### src/sspb_ram.sv
// Generic single-port-write, single-port-read RAM with registered read data.
// No dependencies.
`default_nettype none

module sspb_ram #(
  parameter int WIDTH = 8,
  parameter int DEPTH = 16
) (
  input  wire logic                                    clk_i,
  input  wire logic                                    we_i,
  input  wire logic [((DEPTH > 1) ? $clog2(DEPTH) : 1)-1:0] waddr_i,
  input  wire logic [WIDTH-1:0]                        wdata_i,
  input  wire logic [((DEPTH > 1) ? $clog2(DEPTH) : 1)-1:0] raddr_i,
  output logic      [WIDTH-1:0]                        rdata_o
);

  logic [WIDTH-1:0] mem_q [DEPTH];

  always_ff @(posedge clk_i) begin
    if (we_i) begin
      mem_q[waddr_i] <= wdata_i;
    end
    rdata_o <= mem_q[raddr_i];
  end

endmodule

`default_nettype wire

### config.mk
export PLATFORM = sky130hd
export DESIGN_NAME = sspb_ram
export DESIGN_NICKNAME = d
export VERILOG_FILES = /design/src/sspb_ram.sv
export SDC_FILE = /design/constraint.sdc
export NUM_CORES = 1
export LEC_CHECK = 0
export BUFFER_PORTS_ARGS = -buffer_cell sky130_fd_sc_hd__buf_2
export CORE_UTILIZATION = 40
export CTS_CLUSTER_DIAMETER = 120
export DETAILED_ROUTE_END_ITERATION = 6
export PLACE_DENSITY_LB_ADDON = 0.25
export REMOVE_ABC_BUFFERS = 1
export SYNTH_ARGS = -nofsm -noshare
export SYNTH_HDL_FRONTEND = slang
export SYNTH_SLANG_ARGS = --single-unit
### constraint.sdc
create_clock -name clk_i -period 1.9 [get_ports clk_i]
set_input_delay 0.285 -clock clk_i [delete_from_list [all_inputs] [get_ports clk_i]]
set_output_delay 0.285 -clock clk_i [all_outputs]
set_load 0.02 [all_outputs]
==> impl_metrics.csv <==
group,metric,value,unit
worst_hold_path,hp-class,"input pin to flip-flop",
cts,cts_root_buffer,"clkbuf_16",
layout,drive_gt1_share,32.0,%
die,io_pins,26,
drt,first_iter_violations,194,
timing,max_slew_margin,72.8,%
power_and_ir_drop,p_leak,2.13,nW
grt,grt_max_degree,33,
layout,final_cell_mix,"edfxtp_1, buf_2, buf_4",
timing,setup_slack,0.514,ns
timing,hold_viol,0,
yosys,yosys_warnings,0,
place,port_buffers,25,
worst_setup_path,endpoint_kind,"flip-flop",
cts,cts_buffers,17,
yosys,synth-seq-cells,136,
cts,clk_latency,0.40,ns
worst_setup_path,cp.arrival,1.66,ns
yosys,synthAdderAreaFrac,0,%
yosys,synth.distinct_cells,19,
layout,diodes,0,
worst_setup_path,reg2reg_depth,3,
timing,fin_hold_ws,0.261,ns
place,place_congestion,0.704,
yosys,synthMuxAreaShare,15.0,%
cts,hold_buffers,0,
layout,nets,302,
timing,tightestPinTransition,0.408,ns
die,fp.dieW,115,µm
cts,cts.repair.resized,0,
yosys,avgSynthCellArea,22.5,µm²
grt,grt_pass1_wl,14200,µm
flow_run,maxCapViolCount,0,
timing,drv_slew,0,
place,dp_slack,0.148,ns
cts,clkTransAtPathRegs,0.05,ns
yosys,synth_top_family_by_area,"multiplexers",
drt,ant_nets,0,
drt,via_count,2400,
timing,min_period,1.39,ns
grt,antenna_found_initial,0,
timing,fin_setup_tns,0,ns
yosys,synth_compound_area_share,2.33,%
worst_setup_path,r2r-end,"rdata_o[4]",
layout,n_fill_cell,1005,
yosys,synthCells,229,
power_and_ir_drop,irDropWorstVdd,651,µV
die,die_area,13300,µm²
worst_setup_path,rr_startpoint,"mem_q[11][4]",
drt,wl,9420,µm
die,dieHeight,115,µm
grt,grt-ovfl-total,0,
cts,htree_levels,4,
layout,synthToLayoutAreaGrowth,21.1,%
drt,viasPerCell,5.12,
layout,register_area,4000,µm²
worst_setup_path,startpoint_type,"flip-flop",
worst_setup_path,critical_path_class,"flip-flop to flip-flop",
grt,grt_pass1_vias,2447,
cts,post-cts-setup-buffer-count,0,
timing,finClkSkew,0.00423,ns
timing,fmax,722,MHz
layout,utilization,49.6,%
yosys,ys_seq_area_share,77.8,%
drt,wl_per_cell,20.1,µm
run_status,outcome,"complete, no violations",
timing,fin_crit_sh,72.9,%
layout,final_common_cell,"edfxtp_1",
worst_setup_path,rrSetupSlack,0.51,ns
yosys,synth-xor-area-share,0,%
place,place_hpwl,6050,µm
drt,drcViolationCount,0,
die,core_area,12600,µm²
layout,multi_input_area,1060,µm²
yosys,syn_area,5150,µm²
drt,dr.pass1.iters,4,
cts,cts.sinks,136,
grt,grtUsageTotal,15.6,%
cts,cts_tree,"built",
cts,max-clock-path-buffers,2,
worst_setup_path,required,2.18,ns
timing,rsz0062_at_grt,"false",
die,start_util,41.0,%
worst_setup_path,crit_end,"rdata_o[4]",
power_and_ir_drop,p_per_area,1160,nW/µm²
worst_setup_path,startpoint,"mem_q[11][4]",
worst_setup_path,cp_max_fo,1,
yosys,yosys.area_share.simple,3.18,%
die,rows,41,
timing,setup_viol,0,
[where the power goes]
group / switching (mW) / internal, mW
logic: 0.193 / 0.138
clock network: 1.15 / 2.36
registers: 0.0174 / 3.36
total: 1.36 / 5.86
[kinds of logic (layout without fill, tap and decap cells)]
logic type,count (synthesis),after routing
and+or+nand+nor,35,35
AOI/OAI and AO/OA,16,16
buffers and inverters,10,78
muxes,32,32
DFF,136,136
[cell usage after synthesis]
master           instances  area share (%)
a22oi_1                 16             2.3
and2_1                   1            0.12
and2b_1                  1            0.15
buf_2                    3            0.29
buf_4                    1            0.15
buf_6                    3            0.66
clkdlybuf4s25_2          3            0.58
dfxtp_1                  8             3.1
edfxtp_1               128              75
mux4_1                  14             7.1
mux4_2                  18             7.9
nand2_1                  9            0.66
nand2b_1                 2            0.24
nand3_1                  1           0.097
nand3b_1                 2            0.29
nor2_1                  13            0.95
nor2b_1                  1            0.12
nor3_1                   4            0.39
or3b_2                   1            0.17
[layout make-up]
type / count / share of cell area (%)
Sequential cell: 136 / 64.3
Multi-Input combinational cell: 83 / 17.0
Clock buffer: 20 / 7.17
Timing Repair Buffer: 46 / 4.94
Tap cell: 172 / 3.45
Clock inverter: 12 / 3.21
[metal layers]
metal | wire length (µm) | global-route usage [%]
met5 | 0 | 0
met1 | 4310 | 20.5
met4 | 106 | 6.23
met3 | 347 | 3.92
met2 | 4650 | 25.3
[registers in the layout, summed over array words and instances, names as in the netlist]
| name | count |
|---|---|
| mem_q | 128 |
| rdata_o | 8 |
[through the flow]
step | cell area (µm²) | power, mW | cells
2_1_floorplan | 5060 | 3.59 | 219
6_report | 6230 | 7.22 | 469
3_3_place_gp | 5580 | 3.76 | 437
5_1_grt | 6230 | 7.44 | 469
3_5_place_dp | 5580 | 3.77 | 437
4_1_cts | 6230 | 7.28 | 469
[worst min-delay path by stage]
stage / from / to / depth (start not counted)
2_1_floorplan: wdata_i[0] / mem_q[0][0] / 0
3_3_place_gp: mem_q[11][2] / rdata_o[2] / 3
3_5_place_dp: mem_q[14][2] / rdata_o[2] / 3
4_1_cts: wdata_i[0] / mem_q[5][0] / 1
5_1_grt: wdata_i[0] / mem_q[6][0] / 1
6_report: wdata_i[0] / mem_q[6][0] / 1
[worst max-delay path, stage by stage (launching register included)]
cell	delay, ns
edfxtp_1	0.36
mux4_1	0.48
a22oi_1	0.34
nand2_1	0.08
(Power assumes the default switching activity.)
